===== src/hdl/flm_pkg.sv =====
// ----------------------------------------------------------------------------
// flm_pkg
// Shared sizes, state codes and register indexes of the fire loop monitor.
// ----------------------------------------------------------------------------
package flm_pkg;

   // Sizing of the loop supervision.
   localparam int LINES            = 4;
   localparam int SAMPLES_LOG2     = 4;
   localparam int TICKS_PER_SECOND = 1000;
   localparam int SAMPLE_BITS      = 12;

   // Running sum of one averaging window never overflows this width.
   localparam int ACC_BITS = SAMPLE_BITS + SAMPLES_LOG2;
   localparam int CNT_BITS = (SAMPLES_LOG2 > 0) ? SAMPLES_LOG2 : 1;
   localparam logic [CNT_BITS-1:0] CNT_LAST = CNT_BITS'((1 << SAMPLES_LOG2) - 1);

   // Line pointer and report bookkeeping.
   localparam int PTR_BITS  = (LINES > 1) ? $clog2(LINES) : 1;
   localparam int LEFT_BITS = $clog2(LINES + 1);
   localparam int LINE_BITS = 2;

   // Per-line timers saturate at all ones.
   localparam int TIMER_BITS = 18;
   localparam logic [TIMER_BITS-1:0] TIMER_MAX = '1;

   // Register and field widths.
   localparam int MASK_BITS      = 4;
   localparam int DELAY_BITS     = 8;
   localparam int MV_BITS        = 12;
   localparam int CSR_INDEX_BITS = 3;
   localparam int CSR_DATA_BITS  = 12;

   // Register reset values.
   localparam logic [MASK_BITS-1:0]  RST_ENABLE_MASK = 4'hF;
   localparam logic [TIMER_BITS-1:0] RST_FIRE_LIMIT  = TIMER_BITS'(5 * TICKS_PER_SECOND);
   localparam logic [TIMER_BITS-1:0] RST_FAULT_LIMIT = TIMER_BITS'(3 * TICKS_PER_SECOND);
   localparam logic [MV_BITS-1:0]    RST_OPEN_LOW    = 12'd200;
   localparam logic [MV_BITS-1:0]    RST_CLOSE_LOW   = 12'd800;
   localparam logic [MV_BITS-1:0]    RST_CLOSE_HIGH  = 12'd2000;

   // Register indexes on the configuration port.
   typedef enum logic [CSR_INDEX_BITS-1:0] {
      CSR_ENABLE_MASK = 3'd0,
      CSR_FIRE_DELAY  = 3'd1,
      CSR_FAULT_DELAY = 3'd2,
      CSR_OPEN_LOW    = 3'd3,
      CSR_CLOSE_LOW   = 3'd4,
      CSR_CLOSE_HIGH  = 3'd5
   } csr_index_type;

   // Physical loop condition as classified from the average.
   typedef enum logic [2:0] {
      PH_OPEN   = 3'd0,
      PH_CLOSED = 3'd1,
      PH_BREAK  = 3'd2,
      PH_SHORT  = 3'd3,
      PH_UNDEF  = 3'd4
   } phys_type;

   // Alarm machine states.
   typedef enum logic [1:0] {
      AL_OFF   = 2'd0,
      AL_ARMED = 2'd1,
      AL_ATTN  = 2'd2,
      AL_FIRE  = 2'd3
   } alarm_type;

   // Fault machine states.
   typedef enum logic [2:0] {
      FT_NORMAL  = 3'd0,
      FT_OPEN    = 3'd1,
      FT_CLOSED  = 3'd2,
      FT_PENDING = 3'd3,
      FT_SHORT   = 3'd4,
      FT_BREAK   = 3'd5
   } fault_type;

   // Input item kinds.
   typedef enum logic {
      KIND_SAMPLE = 1'b0,
      KIND_TICK   = 1'b1
   } kind_type;

endpackage


===== src/hdl/flm_if.sv =====
// ----------------------------------------------------------------------------
// flm_if
// Valid/ready channels of the fire loop monitor: input items, reports and
// register writes.
// ----------------------------------------------------------------------------

// Input items: ADC samples and timer ticks.
interface flm_req_if;
   logic                                valid;
   logic                                ready;
   logic                                kind;
   logic [flm_pkg::SAMPLE_BITS-1:0]     sample_mv;

   modport source (output valid, output kind, output sample_mv, input ready);
   modport sink   (input valid, input kind, input sample_mv, output ready);
endinterface

// Line reports.
interface flm_rsp_if;
   logic                              valid;
   logic                              ready;
   logic [flm_pkg::LINE_BITS-1:0]     line_index;
   logic [flm_pkg::MV_BITS-1:0]       average_mv;
   logic [2:0]                        physical_code;
   logic [1:0]                        alarm_code;
   logic [2:0]                        fault_code;
   logic                              last_report;

   modport source (output valid, output line_index, output average_mv,
                   output physical_code, output alarm_code, output fault_code,
                   output last_report, input ready);
   modport sink   (input valid, input line_index, input average_mv,
                   input physical_code, input alarm_code, input fault_code,
                   input last_report, output ready);
endinterface

// Register writes.
interface flm_csr_if;
   logic                                  valid;
   logic                                  ready;
   logic [flm_pkg::CSR_INDEX_BITS-1:0]    index;
   logic [flm_pkg::CSR_DATA_BITS-1:0]     data;

   modport source (output valid, output index, output data, input ready);
   modport sink   (input valid, input index, input data, output ready);
endinterface


===== src/hdl/fire_loop_monitor.sv =====
// ----------------------------------------------------------------------------
// fire_loop_monitor
// Supervises fire detector loops: averages ADC samples per line, classifies
// the loop condition and runs the alarm and fault machines on timer ticks.
// ----------------------------------------------------------------------------
// Path: an item passes the input register, then the update pass into the line
// state and the report sequencer, then the output register for each report.
// A tick yields one report per line, a full sample window one; the single
// report port delivers one line report per cycle while the receiver is ready.
// Reset (synchronous, active high) clears all line state and timers, empties
// the pipeline and loads the registers with their default values.
module fire_loop_monitor (
   input  logic             clock,
   input  logic             reset,
   flm_req_if.sink          req_bus,
   flm_rsp_if.source        rsp_bus,
   flm_csr_if.sink          csr_bus
);

   // Configuration registers; the delays are held pre-scaled to ticks.
   logic [flm_pkg::MASK_BITS-1:0]  enable_mask_ff;
   logic [flm_pkg::TIMER_BITS-1:0] fire_limit_ff;
   logic [flm_pkg::TIMER_BITS-1:0] fault_limit_ff;
   logic [flm_pkg::MV_BITS-1:0]    open_low_ff;
   logic [flm_pkg::MV_BITS-1:0]    close_low_ff;
   logic [flm_pkg::MV_BITS-1:0]    close_high_ff;

   // Input register.
   logic                             in_valid_ff;
   logic                             in_kind_ff;
   logic [flm_pkg::SAMPLE_BITS-1:0]  in_sample_ff;

   // Averaging state.
   logic [flm_pkg::ACC_BITS-1:0]  acc_ff, acc_in;
   logic [flm_pkg::CNT_BITS-1:0]  cnt_ff, cnt_in;
   logic [flm_pkg::PTR_BITS-1:0]  ptr_ff, ptr_in;

   // Per-line state.
   logic [flm_pkg::MV_BITS-1:0]    average_ff     [flm_pkg::LINES];
   logic [flm_pkg::MV_BITS-1:0]    average_in     [flm_pkg::LINES];
   flm_pkg::phys_type              physical_ff    [flm_pkg::LINES];
   flm_pkg::phys_type              physical_in    [flm_pkg::LINES];
   flm_pkg::alarm_type             alarm_ff       [flm_pkg::LINES];
   flm_pkg::alarm_type             alarm_in       [flm_pkg::LINES];
   flm_pkg::fault_type             fault_ff       [flm_pkg::LINES];
   flm_pkg::fault_type             fault_in       [flm_pkg::LINES];
   logic [flm_pkg::TIMER_BITS-1:0] fire_timer_ff  [flm_pkg::LINES];
   logic [flm_pkg::TIMER_BITS-1:0] fire_timer_in  [flm_pkg::LINES];
   logic [flm_pkg::TIMER_BITS-1:0] fault_timer_ff [flm_pkg::LINES];
   logic [flm_pkg::TIMER_BITS-1:0] fault_timer_in [flm_pkg::LINES];

   // Report sequencer: reports still to deliver and the line of the next one.
   logic [flm_pkg::LEFT_BITS-1:0]  left_ff, left_in;
   logic [flm_pkg::PTR_BITS-1:0]   rpt_line_ff, rpt_line_in;

   // Output register.
   logic                             out_valid_ff;
   logic [flm_pkg::LINE_BITS-1:0]    out_line_ff;
   logic [flm_pkg::MV_BITS-1:0]      out_average_ff;
   flm_pkg::phys_type                out_physical_ff;
   flm_pkg::alarm_type               out_alarm_ff;
   flm_pkg::fault_type               out_fault_ff;
   logic                             out_last_ff;

   logic                             move;
   logic                             process;
   logic [flm_pkg::ACC_BITS-1:0]     sum;
   logic [flm_pkg::MV_BITS-1:0]      avg;

   // Threshold classification of one averaged voltage.
   function automatic flm_pkg::phys_type classify(
      input logic [flm_pkg::MV_BITS-1:0] v,
      input logic [flm_pkg::MV_BITS-1:0] open_low,
      input logic [flm_pkg::MV_BITS-1:0] close_low,
      input logic [flm_pkg::MV_BITS-1:0] close_high
   );
      flm_pkg::phys_type ph;
      if (v < open_low) begin
         ph = flm_pkg::PH_BREAK;
      end else if (v < close_low) begin
         ph = flm_pkg::PH_OPEN;
      end else if (v <= close_high) begin
         ph = flm_pkg::PH_CLOSED;
      end else begin
         ph = flm_pkg::PH_SHORT;
      end
      return ph;
   endfunction

   // Handshakes. A new item is processed once the previous reports are out
   // of the sequencer or the last of them leaves in this cycle.
   assign move    = (left_ff != '0) && (!out_valid_ff || rsp_bus.ready);
   assign process = in_valid_ff &&
                    ((left_ff == '0) ||
                     ((left_ff == flm_pkg::LEFT_BITS'(1)) && move));
   assign req_bus.ready = !in_valid_ff || process;
   assign csr_bus.ready = 1'b1;

   // Configuration registers.
   always_ff @(posedge clock) begin
      if (reset) begin
         enable_mask_ff <= flm_pkg::RST_ENABLE_MASK;
         fire_limit_ff  <= flm_pkg::RST_FIRE_LIMIT;
         fault_limit_ff <= flm_pkg::RST_FAULT_LIMIT;
         open_low_ff    <= flm_pkg::RST_OPEN_LOW;
         close_low_ff   <= flm_pkg::RST_CLOSE_LOW;
         close_high_ff  <= flm_pkg::RST_CLOSE_HIGH;
      end else if (csr_bus.valid) begin
         unique case (csr_bus.index)
            flm_pkg::CSR_ENABLE_MASK: begin
               enable_mask_ff <= csr_bus.data[flm_pkg::MASK_BITS-1:0];
            end
            flm_pkg::CSR_FIRE_DELAY: begin
               fire_limit_ff <= flm_pkg::TIMER_BITS'(
                  csr_bus.data[flm_pkg::DELAY_BITS-1:0] * flm_pkg::TICKS_PER_SECOND);
            end
            flm_pkg::CSR_FAULT_DELAY: begin
               fault_limit_ff <= flm_pkg::TIMER_BITS'(
                  csr_bus.data[flm_pkg::DELAY_BITS-1:0] * flm_pkg::TICKS_PER_SECOND);
            end
            flm_pkg::CSR_OPEN_LOW: begin
               open_low_ff <= csr_bus.data[flm_pkg::MV_BITS-1:0];
            end
            flm_pkg::CSR_CLOSE_LOW: begin
               close_low_ff <= csr_bus.data[flm_pkg::MV_BITS-1:0];
            end
            flm_pkg::CSR_CLOSE_HIGH: begin
               close_high_ff <= csr_bus.data[flm_pkg::MV_BITS-1:0];
            end
            default: begin
               // Writes to unused indexes are dropped.
            end
         endcase
      end
   end

   // Input register.
   always_ff @(posedge clock) begin
      if (reset) begin
         in_valid_ff <= 1'b0;
      end else if (req_bus.ready) begin
         in_valid_ff <= req_bus.valid;
      end
   end

   always_ff @(posedge clock) begin
      if (req_bus.valid && req_bus.ready) begin
         in_kind_ff   <= req_bus.kind;
         in_sample_ff <= req_bus.sample_mv;
      end
   end

   // Update pass: one sample step, or one tick step over all lines in parallel.
   always_comb begin
      acc_in         = acc_ff;
      cnt_in         = cnt_ff;
      ptr_in         = ptr_ff;
      average_in     = average_ff;
      physical_in    = physical_ff;
      alarm_in       = alarm_ff;
      fault_in       = fault_ff;
      fire_timer_in  = fire_timer_ff;
      fault_timer_in = fault_timer_ff;
      sum            = acc_ff + flm_pkg::ACC_BITS'(in_sample_ff);
      avg            = sum[flm_pkg::ACC_BITS-1:flm_pkg::SAMPLES_LOG2];

      // Sequencer: drain one report per move, reload when an item is done.
      left_in     = left_ff;
      rpt_line_in = rpt_line_ff;
      if (move) begin
         left_in     = left_ff - flm_pkg::LEFT_BITS'(1);
         rpt_line_in = (rpt_line_ff == flm_pkg::PTR_BITS'(flm_pkg::LINES - 1)) ?
                       '0 : rpt_line_ff + flm_pkg::PTR_BITS'(1);
      end

      if (process) begin
         if (in_kind_ff == flm_pkg::KIND_SAMPLE) begin
            // Accumulate; on the last sample of a window store the average.
            if (cnt_ff == flm_pkg::CNT_LAST) begin
               average_in[ptr_ff]  = avg;
               physical_in[ptr_ff] = classify(avg, open_low_ff, close_low_ff,
                                              close_high_ff);
               acc_in      = '0;
               cnt_in      = '0;
               ptr_in      = (ptr_ff == flm_pkg::PTR_BITS'(flm_pkg::LINES - 1)) ?
                             '0 : ptr_ff + flm_pkg::PTR_BITS'(1);
               left_in     = flm_pkg::LEFT_BITS'(1);
               rpt_line_in = ptr_ff;
            end else begin
               acc_in = sum;
               cnt_in = cnt_ff + flm_pkg::CNT_BITS'(1);
            end
         end else begin
            for (int i = 0; i < flm_pkg::LINES; i++) begin
               // Timers advance first, saturating.
               if (fire_timer_ff[i] != flm_pkg::TIMER_MAX) begin
                  fire_timer_in[i] = fire_timer_ff[i] + flm_pkg::TIMER_BITS'(1);
               end
               if (fault_timer_ff[i] != flm_pkg::TIMER_MAX) begin
                  fault_timer_in[i] = fault_timer_ff[i] + flm_pkg::TIMER_BITS'(1);
               end

               // Alarm machine.
               unique case (alarm_ff[i])
                  flm_pkg::AL_OFF: begin
                     if (enable_mask_ff[i % flm_pkg::MASK_BITS]) begin
                        alarm_in[i] = flm_pkg::AL_ARMED;
                     end
                  end
                  flm_pkg::AL_ARMED: begin
                     if (physical_ff[i] == flm_pkg::PH_CLOSED) begin
                        fire_timer_in[i] = '0;
                        alarm_in[i]      = flm_pkg::AL_ATTN;
                     end
                     if (!enable_mask_ff[i % flm_pkg::MASK_BITS]) begin
                        alarm_in[i] = flm_pkg::AL_OFF;
                     end
                  end
                  flm_pkg::AL_ATTN: begin
                     if (physical_ff[i] == flm_pkg::PH_CLOSED) begin
                        if (fire_timer_in[i] >= fire_limit_ff) begin
                           alarm_in[i] = flm_pkg::AL_FIRE;
                        end
                     end else begin
                        alarm_in[i] = flm_pkg::AL_ARMED;
                     end
                  end
                  flm_pkg::AL_FIRE: begin
                     if (physical_ff[i] == flm_pkg::PH_OPEN) begin
                        alarm_in[i] = flm_pkg::AL_ARMED;
                     end
                  end
                  default: begin
                     alarm_in[i] = alarm_ff[i];
                  end
               endcase

               // Fault machine; a disabled line is held at normal.
               if (!enable_mask_ff[i % flm_pkg::MASK_BITS]) begin
                  fault_in[i] = flm_pkg::FT_NORMAL;
               end else begin
                  unique case (fault_ff[i])
                     flm_pkg::FT_NORMAL, flm_pkg::FT_OPEN, flm_pkg::FT_CLOSED: begin
                        if (physical_ff[i] == flm_pkg::PH_CLOSED) begin
                           fault_in[i] = flm_pkg::FT_CLOSED;
                        end else if (physical_ff[i] == flm_pkg::PH_OPEN) begin
                           fault_in[i] = flm_pkg::FT_OPEN;
                        end else begin
                           fault_in[i]       = flm_pkg::FT_PENDING;
                           fault_timer_in[i] = '0;
                        end
                     end
                     flm_pkg::FT_PENDING: begin
                        if (physical_ff[i] == flm_pkg::PH_BREAK ||
                            physical_ff[i] == flm_pkg::PH_SHORT) begin
                           if (fault_timer_in[i] >= fault_limit_ff) begin
                              fault_in[i] = (physical_ff[i] == flm_pkg::PH_SHORT) ?
                                            flm_pkg::FT_SHORT : flm_pkg::FT_BREAK;
                           end
                        end else begin
                           fault_in[i] = flm_pkg::FT_NORMAL;
                        end
                     end
                     flm_pkg::FT_SHORT: begin
                        if (physical_ff[i] != flm_pkg::PH_SHORT) begin
                           fault_in[i]       = flm_pkg::FT_PENDING;
                           fault_timer_in[i] = '0;
                        end
                     end
                     flm_pkg::FT_BREAK: begin
                        if (physical_ff[i] != flm_pkg::PH_BREAK) begin
                           fault_in[i]       = flm_pkg::FT_PENDING;
                           fault_timer_in[i] = '0;
                        end
                     end
                     default: begin
                        fault_in[i] = fault_ff[i];
                     end
                  endcase
               end
            end
            left_in     = flm_pkg::LEFT_BITS'(flm_pkg::LINES);
            rpt_line_in = '0;
         end
      end
   end

   // State registers.
   always_ff @(posedge clock) begin
      if (reset) begin
         acc_ff      <= '0;
         cnt_ff      <= '0;
         ptr_ff      <= '0;
         left_ff     <= '0;
         rpt_line_ff <= '0;
         for (int i = 0; i < flm_pkg::LINES; i++) begin
            average_ff[i]     <= '0;
            physical_ff[i]    <= flm_pkg::PH_OPEN;
            alarm_ff[i]       <= flm_pkg::AL_OFF;
            fault_ff[i]       <= flm_pkg::FT_NORMAL;
            fire_timer_ff[i]  <= '0;
            fault_timer_ff[i] <= '0;
         end
      end else begin
         acc_ff         <= acc_in;
         cnt_ff         <= cnt_in;
         ptr_ff         <= ptr_in;
         left_ff        <= left_in;
         rpt_line_ff    <= rpt_line_in;
         average_ff     <= average_in;
         physical_ff    <= physical_in;
         alarm_ff       <= alarm_in;
         fault_ff       <= fault_in;
         fire_timer_ff  <= fire_timer_in;
         fault_timer_ff <= fault_timer_in;
      end
   end

   // Output register: valid is control, the report fields are payload.
   always_ff @(posedge clock) begin
      if (reset) begin
         out_valid_ff <= 1'b0;
      end else if (move) begin
         out_valid_ff <= 1'b1;
      end else if (rsp_bus.ready) begin
         out_valid_ff <= 1'b0;
      end
   end

   always_ff @(posedge clock) begin
      if (move) begin
         out_line_ff     <= flm_pkg::LINE_BITS'(rpt_line_ff);
         out_average_ff  <= average_ff[rpt_line_ff];
         out_physical_ff <= (alarm_ff[rpt_line_ff] == flm_pkg::AL_OFF) ?
                            flm_pkg::PH_UNDEF : physical_ff[rpt_line_ff];
         out_alarm_ff    <= alarm_ff[rpt_line_ff];
         out_fault_ff    <= fault_ff[rpt_line_ff];
         out_last_ff     <= (left_ff == flm_pkg::LEFT_BITS'(1));
      end
   end

   assign rsp_bus.valid         = out_valid_ff;
   assign rsp_bus.line_index    = out_line_ff;
   assign rsp_bus.average_mv    = out_average_ff;
   assign rsp_bus.physical_code = out_physical_ff;
   assign rsp_bus.alarm_code    = out_alarm_ff;
   assign rsp_bus.fault_code    = out_fault_ff;
   assign rsp_bus.last_report   = out_last_ff;

endmodule


===== src/flat_wrapper.sv =====
// flat-port wrapper written by rule: the top's interface ports become plain ports
module fire_loop_monitor_flat 
  (clock, reset, req_bus_valid, req_bus_kind, req_bus_sample_mv, req_bus_ready, rsp_bus_valid, rsp_bus_line_index, rsp_bus_average_mv, rsp_bus_physical_code, rsp_bus_alarm_code, rsp_bus_fault_code, rsp_bus_last_report, rsp_bus_ready, csr_bus_valid, csr_bus_index, csr_bus_data, csr_bus_ready);
  flm_req_if req_bus_i ();
  flm_rsp_if rsp_bus_i ();
  flm_csr_if csr_bus_i ();
  input  logic clock;
  input  logic reset;
  input wire logic [$bits(req_bus_i.valid)-1:0] req_bus_valid;
  input wire logic [$bits(req_bus_i.kind)-1:0] req_bus_kind;
  input wire logic [$bits(req_bus_i.sample_mv)-1:0] req_bus_sample_mv;
  output wire logic [$bits(req_bus_i.ready)-1:0] req_bus_ready;
  output wire logic [$bits(rsp_bus_i.valid)-1:0] rsp_bus_valid;
  output wire logic [$bits(rsp_bus_i.line_index)-1:0] rsp_bus_line_index;
  output wire logic [$bits(rsp_bus_i.average_mv)-1:0] rsp_bus_average_mv;
  output wire logic [$bits(rsp_bus_i.physical_code)-1:0] rsp_bus_physical_code;
  output wire logic [$bits(rsp_bus_i.alarm_code)-1:0] rsp_bus_alarm_code;
  output wire logic [$bits(rsp_bus_i.fault_code)-1:0] rsp_bus_fault_code;
  output wire logic [$bits(rsp_bus_i.last_report)-1:0] rsp_bus_last_report;
  input wire logic [$bits(rsp_bus_i.ready)-1:0] rsp_bus_ready;
  input wire logic [$bits(csr_bus_i.valid)-1:0] csr_bus_valid;
  input wire logic [$bits(csr_bus_i.index)-1:0] csr_bus_index;
  input wire logic [$bits(csr_bus_i.data)-1:0] csr_bus_data;
  output wire logic [$bits(csr_bus_i.ready)-1:0] csr_bus_ready;
  assign req_bus_i.valid = req_bus_valid;
  assign req_bus_i.kind = req_bus_kind;
  assign req_bus_i.sample_mv = req_bus_sample_mv;
  assign req_bus_ready = req_bus_i.ready;
  assign rsp_bus_valid = rsp_bus_i.valid;
  assign rsp_bus_line_index = rsp_bus_i.line_index;
  assign rsp_bus_average_mv = rsp_bus_i.average_mv;
  assign rsp_bus_physical_code = rsp_bus_i.physical_code;
  assign rsp_bus_alarm_code = rsp_bus_i.alarm_code;
  assign rsp_bus_fault_code = rsp_bus_i.fault_code;
  assign rsp_bus_last_report = rsp_bus_i.last_report;
  assign rsp_bus_i.ready = rsp_bus_ready;
  assign csr_bus_i.valid = csr_bus_valid;
  assign csr_bus_i.index = csr_bus_index;
  assign csr_bus_i.data = csr_bus_data;
  assign csr_bus_ready = csr_bus_i.ready;
  fire_loop_monitor u_core (.clock(clock), .reset(reset), .req_bus(req_bus_i), .rsp_bus(rsp_bus_i), .csr_bus(csr_bus_i));
endmodule

===== config.mk =====
export PLATFORM = sky130hd
export DESIGN_NAME = fire_loop_monitor_flat
export DESIGN_NICKNAME = d
export VERILOG_FILES = /design/src/hdl/flm_pkg.sv /design/src/hdl/flm_if.sv /design/src/hdl/fire_loop_monitor.sv /design/src/flat_wrapper.sv
export SDC_FILE = /design/constraint.sdc
export NUM_CORES = 1
export LEC_CHECK = 0
export BUFFER_PORTS_ARGS = -buffer_cell sky130_fd_sc_hd__buf_2
export CAP_MARGIN = 30
export CORE_MARGIN = 10
export CORE_UTILIZATION = 30
export CTS_CLUSTER_DIAMETER = 60
export DETAILED_ROUTE_END_ITERATION = 6
export GPL_ROUTABILITY_DRIVEN = 0
export PLACE_DENSITY = 0.49
export SLEW_MARGIN = 20
export SYNTH_ARGS = -nofsm -noshare
export SYNTH_HDL_FRONTEND = slang
export SYNTH_SLANG_ARGS = --single-unit

===== constraint.sdc =====
create_clock -name clock -period 10 [get_ports clock]
set_input_delay 2 -clock clock [delete_from_list [all_inputs] [get_ports clock]]
set_output_delay 2 -clock clock [all_outputs]
set_load 0.05 [all_outputs]

Yosys cells after proc, flatten, opt, wreduce, memory -nomap -nowiden:

Cells that the tools add are included.

* equality and inequality tests: 101
* multiply operators: 1
* multiplexer cells: 158
* bitwise gates (word level): 3
* magnitude comparators: 14
* $add $sub $neg: 13
* reduce and logical (&&, ||, !) cells: 52

Operator list (number)
* $mux 18: 52
* $pmux 18 s3: 4
* $add 18x1->18 const B: 8
* $ge 18x18->1: 8
* $ne 18x18->1 const B: 8
* $mux 3: 38
* $mux 2: 37
* $eq 3x2->1 const B: 18
* $bwmux 48: 1
* $pmux 3 s4: 4
* $reduce_and 6->1: 8
* $ne 3x3->1 const B: 15
* $mux 12: 3
* $pmux 2 s4: 4
* $eq 3x1->1 const B: 10
* $eq 3x3->1 const B: 10
* $logic_not 3->1: 10
* $ne 3x2->1 const B: 9
* $bmux 12 s2: 1
* $demux 12 s2: 1
* $lt 12x12->1: 2
* $eq 2x2->1 const B: 10
* $ne 5x5->1 const B: 4
* $add 16x12->16: 1
* 29 further kinds: 76

* output and inout bits: 26
* register bits after elaboration: 359
* bits of input ports: 33
* logic and storage cells: 387

Depth between registers and ports, before layout:

Gate-level depths: netlist (run 1).

* depth in word-level cells: 12
* gate-level depth with buffers: 16
* gate-level depth less buffers: 16

Least setup slack after synthesis (run 1):

OpenSTA, ideal clock, no wires.

* path kind: input port to flip-flop
* from: input port csr_bus_data[0]
* to: register u_core.fault_limit_ff[17] in the netlist's numbering
* required time: 9905 ps
* path buffers: 0
* library setup time: 95 ps
* data arrival time: 5581 ps
* stages: 13
* path slack: 4324 ps
* cells stage by stage: fa_1 inv_1 fa_1 fa_1 fa_1 inv_1 ha_1 o21ai_1 o21a_1 o211ai_1 o211ai_1 or4_1 o311ai_1

* word-level cells in the longest chain between the ends: 1

RTL lines
* start: declaration: RTL line flat_wrapper.sv:23 `input wire logic [$bits(csr_bus_i.data)-1:0] csr_bus_data;`
* $mul 8x7->15: RTL line fire_loop_monitor.sv:119 `csr_bus.data[flm_pkg::DELAY_BITS-1:0] * flm_pkg::TICKS_PER_SECOND);`
* end signal: assignment: RTL line fire_loop_monitor.sv:104 `fault_limit_ff <= flm_pkg::RST_FAULT_LIMIT;`
* end signal: assignment: RTL line fire_loop_monitor.sv:118 `fault_limit_ff <= flm_pkg::TIMER_BITS'(`
* end: declaration: RTL line fire_loop_monitor.sv:23 `logic [flm_pkg::TIMER_BITS-1:0] fault_limit_ff;`

Every way passes these cells.
A chain may end at the register's enable or synchronous reset.

Worst setup path after layout (run 1):

* from: input port csr_bus_data[1]
* to: register u_core.fault_limit_ff[17] in the netlist's numbering

The elaborated chain is that of the path after synthesis.

==> metrics.md, run 1 <==
| Metric | Value |
|---|---|
| Outcome | `complete, no violations` |
| Vias per inst | `5.32` |
| Main synth FF type | `dfxtp_1` |
| Layout cells sized above 1 | `0.0807` |
| Gate count of the mapped netlist | `2775` |
| DR iter-0 viols | `1449` |
| R2R Path Start | `u_core.acc_ff[0]` |
| Initial Util | `0.303` |
| Avg Cell Area, Syn | `8.47 um^2` |
| Fillers | `8081` |
| Cell variety after synth | `99` |
| CTS Buf Count | `50` |
| Finish-stage setup viols | `0` |
| Setup TNS Final | `0 ps` |
| Yosys top cell area share | `0.272` |
| Ant. Diodes | `0` |
| Post-synth EDFFs | `36` |
| Worst setup path start | `csr_bus_data[1]` |
| IO buf count | `57` |
| Total Nets Final | `3068` |
| Pwr dens | `180 nW/um^2` |
| Hold Path Class | `flip-flop to flip-flop` |
| Max H-tree Level | `2` |
| Grt total ovfl | `0` |
| Global Route Usage Sum | `0.151` |
| CTS tree | `built` |
| Reg2reg path depth | `15` |
| Least-Margin Pin Slew | `955 ps` |
| Slew Limit Fails | `0` |
| Worst R2R Setup Slack | `4860 ps` |
| CP max FO | `8` |
| Core area | `77600 um^2` |
| Synthesized area | `23500 um^2` |
| Post-CTS Setup Inserts | `0` |
| Post-Syn Nets | `3069` |
| Fmax | `179 MHz` |
| CTS Buffer Depth | `3` |
| Crit. End Element | `flip-flop` |
| Vias in the first global route | `19900` |
| DPL Wire Length | `51100 um` |
| Final min period | `5580 ps` |
| Vias | `20500` |
| Synth Register Bits | `355` |
| Largest net degree at the start of global routing | `77` |
| Post-DP Area | `24700 um^2` |
| Final core utilization | `0.342` |
| Slew margin rel. | `0.361` |
| Maxcap violations | `0` |
| Post-CTS Hold Buffers | `0` |
| Clock root cell | `clkbuf_16` |
| CTS-repair resized insts | `0` |
| Io pins | `59` |
| Worst R2R End | `u_core.physical_ff[7]` |
| Crit path to | `u_core.fault_limit_ff[17]` |
| Initial antenna violation count | `3` |
| Register area share after synthesis | `0.318` |
| Yosys top cell by area | `dfxtp_1` |
| ANT nets after route | `0` |
| Clk_skew | `55.8 ps` |
| # rows | `102` |
| WL/cell | `18.3 um` |
| Unrepaired setup endpoints after global routing | `no` |
| Reg area | `7470 um^2` |
| CP Launch Type | `input pin` |
| Area Overhead vs Synth | `12.9%` |
| Max VDD drop | `0.179 mV` |
| Yosys warns | `0` |
| Die area | `90000 um^2` |
| Worst-path clk slew | `60 ps` |
| DRC Markers | `0` |
| Final Cycle Share | `0.558` |
| Skew-Pair Late Insertion Delay | `640 ps` |
| Die height | `300 um` |
| Cell area after layout | `26500 um^2` |
| Worst EP arrival | `6070 ps` |
| Leakage power | `10.5 nW` |
| Area of the multi-input gates | `14800 um^2` |
| First-pass GRT wire length | `110000 um` |
| Final Hold Viols | `0` |
| Die span in x | `300 um` |
| Crit Path Class | `input pin to flip-flop` |
| Ranking of synthesized cells by area | `dfxtp_1 (27%), ha_1 (13%), nand2_1 (5.7%)` |
| Clk sink count | `355` |
| Worst Path Required | `10500 ps` |
| DRT Pass-1 Iters | `5` |
| Total routed wirelength | `70400 um` |
| Asr flop ratio synth | `0` |
[power breakdown]
part	leakage, nW	internal [mW]	switching, mW
Combinational	6.66	0.415	0.857
Sequential	2.93	1.55	0.0630
Clock	0.861	1.15	0.736
Total	10.5	3.12	1.66
[worst max-delay path, cell delays in order]
cell       delay (ps)
buf_2             210
inv_1             140
fa_1              570
fa_1              440
fa_1              490
fa_1              510
inv_1              40
ha_1              340
o21a_1            170
o2111ai_1         130
o211ai_1          210
o211ai_1          170
or4_1             540
o311ai_1          100
[stage by stage]
step                      hold slack, ps  setup WS [ps]  power, mW  std cells
after floorplan                      420           4320       2.53       2775
after global placement               434           3900       2.87       3756
after detailed placement             439           3790       2.90       3760
after CTS                            447           4430       4.81       3852
after global routing                 474           4240       5.03       3854
final                                443           4420       4.78       3854
[worst min-delay path by stage]
stage / from / endpoint / slack [ps] / depth (start not counted)
final: u_core.average_ff[6] / u_core.average_ff[6] / 440 / 2
after global routing: u_core.fire_limit_ff[15] / u_core.fire_limit_ff[15] / 470 / 2
after CTS: u_core.average_ff[6] / u_core.average_ff[6] / 450 / 2
after detailed placement: u_core.average_ff[6] / u_core.average_ff[6] / 440 / 2
after global placement: u_core.average_ff[3] / u_core.average_ff[3] / 430 / 2
after floorplan: u_core.average_ff[0] / u_core.average_ff[0] / 420 / 2
[cells in the final DEF (no fill, tap or decap), drive strengths merged, types with 12 or more instances in the layout]
cell and n:
and4 27, and3 37, mux4 19, nor2b 33, nand4 65, dfxtp 319
o21ai 178, xnor2 90, clkinv 12, xor2 42, buf 79, nand3 99
ha 238, edfxtp 36, nand2b 15, o21a 23, nor3 64, fa 23
a21o 33, a22o 25, o211ai 42, clkbuf 70, o22ai 19, mux2i 16
nor3b 14, a21oi 198, or3 31, nor2 127, nor4 17, nand2 359
a211oi 40, inv 184, and2 22, o31ai 29, a2111oi 13, a31oi 33
[sequential cells by signal (all words and copies together) (netlist names), 3 cells and up]
register                      cells
u_core.fault_timer_ff            72
u_core.fire_timer_ff             72
u_core.average_ff                48
u_core.acc_ff                    16
u_core.fault_limit_ff            15
u_core.fire_limit_ff             15
u_core.close_high_ff             12
u_core.close_low_ff              12
u_core.fault_ff                  12
u_core.in_sample_ff              12
u_core.open_low_ff               12
u_core.rsp_bus.average_mv        12
u_core.alarm_ff                   8
u_core.physical_ff                8
u_core.cnt_ff                     4
u_core.enable_mask_ff             4
u_core.left_ff                    3
u_core.rsp_bus.fault_code         3
u_core.rsp_bus.physical_code      3
[cell families (layout without fill, tap and decap cells)]
logic type               Yosys count  in the layout  synth area share
AO/OA/AOI/OAI                    720            720             0.199
adder cells (fa/ha/maj)          265            265             0.148
AND/OR/NAND/NOR                  945            945             0.203
buffers and inverters            314            353            0.0543
XOR/XNOR                         132            132            0.0492
flip-flops                       355            355             0.318
other                              1              1          0.000159
multiplexers                      43             43            0.0288
[synth_stat cells (19+ instances only)]
| master | count |
|---|---|
| nand2_1 | 359 |
| dfxtp_1 | 319 |
| ha_1 | 238 |
| a21oi_1 | 197 |
| inv_1 | 182 |
| nor2_1 | 126 |
| o21ai_0 | 119 |
| nand3_1 | 97 |
| xnor2_1 | 90 |
| clkbuf_1 | 69 |
| nand4_1 | 63 |
| nor3_1 | 61 |
| o21ai_1 | 59 |
| buf_2 | 45 |
| o211ai_1 | 42 |
| xor2_1 | 42 |
| a211oi_1 | 39 |
| and3_1 | 37 |
| edfxtp_1 | 36 |
| a21o_1 | 33 |
| a31oi_1 | 33 |
| nor2b_1 | 31 |
| or3_1 | 31 |
| o31ai_1 | 29 |
| a22o_1 | 25 |
| and4_1 | 24 |
| fa_1 | 23 |
| o21a_1 | 23 |
| and2_1 | 21 |
| mux4_2 | 19 |
| o22ai_1 | 19 |
[final cells by class]
type,instances,area share
sequential,355,0.281
tap,1040,0.0490
multi-input combinational,2106,0.558
clock buffer,70,0.0546
timing repair buffer,79,0.0189
clock inverter,22,0.0128
inverter,182,0.0257
[routing by layer]
metal,track usage,vias up,wire (um)
met4,0.0472,0,1880
met2,0.250,456,32500
met5,0,-,0
met1,0.196,9887,32600
met3,0.0270,115,3340
li1,-,10100,-
(Power assumes the default switching activity.)
==> run 2: changes to the inputs <==
- ABC_AREA: not set -> 1
- clock period: 10 -> 5.55 ns (I/O delays scaled with it)
==> metrics.md, run 2 <==
| Metric | Value |
|---|---|
| Reg2reg path depth | `22 (+7)` |
| Crit path max-delay family | `adder cells` |
| Worst EP arrival | `5020 ps (-1050 ps)` |
| Cell variety after synth | `57 (-42%)` |
| Hold Crit Depth | `2 (unchanged)` |
| Pwr dens | `335 nW/um^2 (+86%)` |
| Asr flop ratio synth | `0 (unchanged)` |
| Placed instance count | `4058 (+7.9%)` |
| Die span in x | `295 um (-1.6%)` |
| Yosys top cell by area | `dfxtp_1` |
| Vias | `19800 (-3.5%)` |
| Setup TNS Final | `0 ps (unchanged)` |
| DPL Wire Length | `49400 um (-3.4%)` |
| Largest net degree at the start of global routing | `95 (+23%)` |
| DRC Markers | `0 (unchanged)` |
| CP max FO | `6 (-2)` |
| Initial antenna violation count | `0 (-3)` |
| Post-Syn Nets | `3381 (+10%)` |
| Unrepaired setup endpoints after global routing | `no` |
| Main synth FF type | `dfxtp_1` |
| WL/cell | `16.2 um (-11%)` |
| CP max stage delay | `580 ps (about the same)` |
| Finish-stage setup viols | `0 (unchanged)` |
| Die area | `87200 um^2 (-3.1%)` |
| Most common cell after layout, fill and taps aside | `nand2_1` |
| Gate count of the mapped netlist | `3087 (+11%)` |
| Vias per inst | `4.77 (-10%)` |
| Worst path buffer plus inverter count | `4 (+1)` |
| Hold Path Class | `flip-flop to flip-flop` |
| Top Registers | `u_core.fault_timer_ff x72, u_core.fire_timer_ff x72, u_core.average_ff x48` |
| CTS Buffer Depth | `3 (unchanged)` |
| Final min period | `4490 ps` |
| Clock root cell | `clkbuf_16` |
| Post-synth EDFFs | `36 (unchanged)` |
| Worst R2R End | `u_core.fault_ff[2]` |
| Register area share after synthesis | `0.328 (+0.0109)` |
| Most common cell in the netlist | `nand2_1` |
| Initial Util | `0.304 (+0.000811)` |
| R2R Path Start | `u_core.fault_timer_ff[0]` |
| ANT nets after route | `0 (unchanged)` |
| Worst-path clk slew | `60 ps (about the same)` |
| Die height | `295 um (-1.6%)` |
| Slew margin rel. | `0.407 (+0.0457)` |
| Fmax | `223 MHz` |
| Area Overhead vs Synth | `13.4%` |
| DRT Pass-1 Iters | `6 (+1)` |
| Total routed wirelength | `67200 um (-4.5%)` |
| Slew Limit Fails | `0 (unchanged)` |
| CTS Buf Count | `50 (unchanged)` |
| Worst R2R Setup Slack | `1600 ps (-3260 ps)` |
| Post-CTS Setup Inserts | `0 (unchanged)` |
| Hold worst-path end | `u_core.open_low_ff[11]` |
| Max H-tree Level | `2 (unchanged)` |
| Synthesized area | `22700 um^2 (-3.3%)` |
| CP cell instances | `buf_2 > inv_1 > fa_1 > fa_1 > fa_1 > fa_1 > inv_1 > ha_1 > a21oi_1 > o21ai_0 > a21oi_1 > nor3_1 > nor2_1 > or2_2 > nand3_1 > o211ai_1 > inv_1` |
| Synth Register Bits | `355 (unchanged)` |
| Least-Margin Pin Slew | `887 ps (-68.0 ps)` |
| CTS tree | `built` |
| Outcome | `complete, no violations` |
| Commonest cells after routing, fill and taps aside | `nand2_1 (618), inv_1 (460), dfxtp_1 (319)` |
| Crit. End Element | `flip-flop` |
| Total Nets Final | `3436 (+12%)` |
| Yosys top cell area share | `0.281 (+0.00931)` |
| CTS-repair resized insts | `0 (unchanged)` |
| Global Route Usage Sum | `0.152 (+0.000991)` |
| Avg Cell Area, Syn | `7.36 um^2 (-13%)` |
| Skew-Pair Late Insertion Delay | `600 ps (-40 ps)` |
| Crit Path Class | `input pin to flip-flop` |
| Maxcap violations | `0 (unchanged)` |
| CP Launch Type | `input pin` |
| # rows | `100 (-2.0%)` |
| Most instantiated cells after synthesis | `nand2_1 (618), inv_1 (461), dfxtp_1 (319), o21ai_0 (243), nor2_1 (241)` |
| Grt total ovfl | `0 (unchanged)` |
| Final Cycle Share | `0.810` |
| Post-CTS Hold Buffers | `0 (unchanged)` |
| Max VDD drop | `0.237 mV (+32%)` |
| Clk_skew | `21.7 ps (-34.2 ps)` |
| Final Hold Viols | `0 (unchanged)` |
| CP max-delay cell | `fa_1` |
| Leakage power | `11.8 nW (+13%)` |
| IO buf count | `57 (unchanged)` |
| Worst Path Required | `6080 ps (-4420 ps)` |
| Total power draw | `8.64 mW (+81%)` |
| Vias in the first global route | `18900 (-5.0%)` |
| First-pass GRT wire length | `106000 um (-3.3%)` |
| Fillers | `8017 (-0.79%)` |
| Crit path top cell by count | `fa_1` |
| Clk sink count | `355 (unchanged)` |
| Hold path startpoint | `u_core.open_low_ff[11]` |
| Layout cells sized above 1 | `0.0669 (-0.0137)` |
| Final core utilization | `0.345 (+0.00256)` |
| DR iter-0 viols | `1054 (-27%)` |
| Ranking of synthesized cells by area | `dfxtp_1 (28%), ha_1 (13%), nand2_1 (10%)` |
| Io pins | `59 (unchanged)` |
| Finished Layout Cells | `4152 (+7.7%)` |
| Core area | `74800 um^2 (-3.6%)` |
| Yosys warns | `0 (unchanged)` |
==> run 2: changes by cell type in the layout (fill, tap and decap cells not counted), sizes merged, moves of 27 or more <==
cell / change
and4: -27
nand3: +39
nor2: +122
a21o: -27
inv: +294
xor2: +61
nor2b: -33
and3: -35
xnor2: -77
o31ai: -29
a211oi: -36
or3: -31
o21ai: +84
nand2: +271
==> run 2: worst max-delay path by stage <==
stage,start,end,slack (ps),cells after the start
2_1_floorplan,csr_bus_data[3],u_core.fault_limit_ff[15],900,16
3_3_place_gp,csr_bus_data[1],u_core.fire_limit_ff[15],400,17
3_5_place_dp,csr_bus_data[1],u_core.fault_limit_ff[15],430,17
4_1_cts,csr_bus_data[1],u_core.fault_limit_ff[15],1040,17
5_1_grt,csr_bus_data[1],u_core.fire_limit_ff[15],700,17
6_report,csr_bus_data[1],u_core.fault_limit_ff[15],1060,17
==> run 2: worst min-delay path, cell delays in order, from the launching register on <==
cell and delay [ps]:
dfxtp_1 290, inv_1 60, a21oi_1 60
==> run 2: area by class of cell <==
class,count,area (um^2),area share
clock inverter,24,283,0.0110
timing repair buffer,79,490,0.0190
inverter,472,1780,0.0690
antenna,1,2.50,0.0000970
sequential,355,7470,0.290
clock buffer,68,1410,0.0547
tap,969,1210,0.0470
multi-input combinational,2184,13100,0.510
==> run 2: metal layers <==
metal,global-route usage,up-vias,part of all wire
met5,0,-,0
met1,0.200,9048,0.47
met2,0.258,300,0.47
met4,0.0344,0,0.019
met3,0.0218,80,0.039
li1,-,10400,-
==> run 2: logic make-up (layout without fill, tap and decap cells) <==
family,count (synthesis),after routing,synth area share
adder cells (fa/ha/maj),261,261,0.151
AND/OR/NAND/NOR,1143,1143,0.213
AO/OA/AOI/OAI,663,663,0.168
XOR/XNOR,116,116,0.0447
buffers and inverters,548,643,0.0937
flip-flops,355,355,0.328
other,1,2,0.000165
==> run 2: power breakdown <==
group	internal (mW)	total [mW]	leakage (nW)	switching [mW]
clock network	2.02	3.31	0.835	1.29
logic	0.685	2.38	8.04	1.70
registers	2.84	2.94	2.94	0.105
==> run 2: per-stage QoR <==
step                instance area, um^2  setup WS [ps]  hold WS (ps)
floorplan                         22700            903           429
global placement                  24000            398           440
detailed placement                24100            435           451
CTS                               25800           1040           464
global route                      25800            696           483
finish                            25800           1060           459
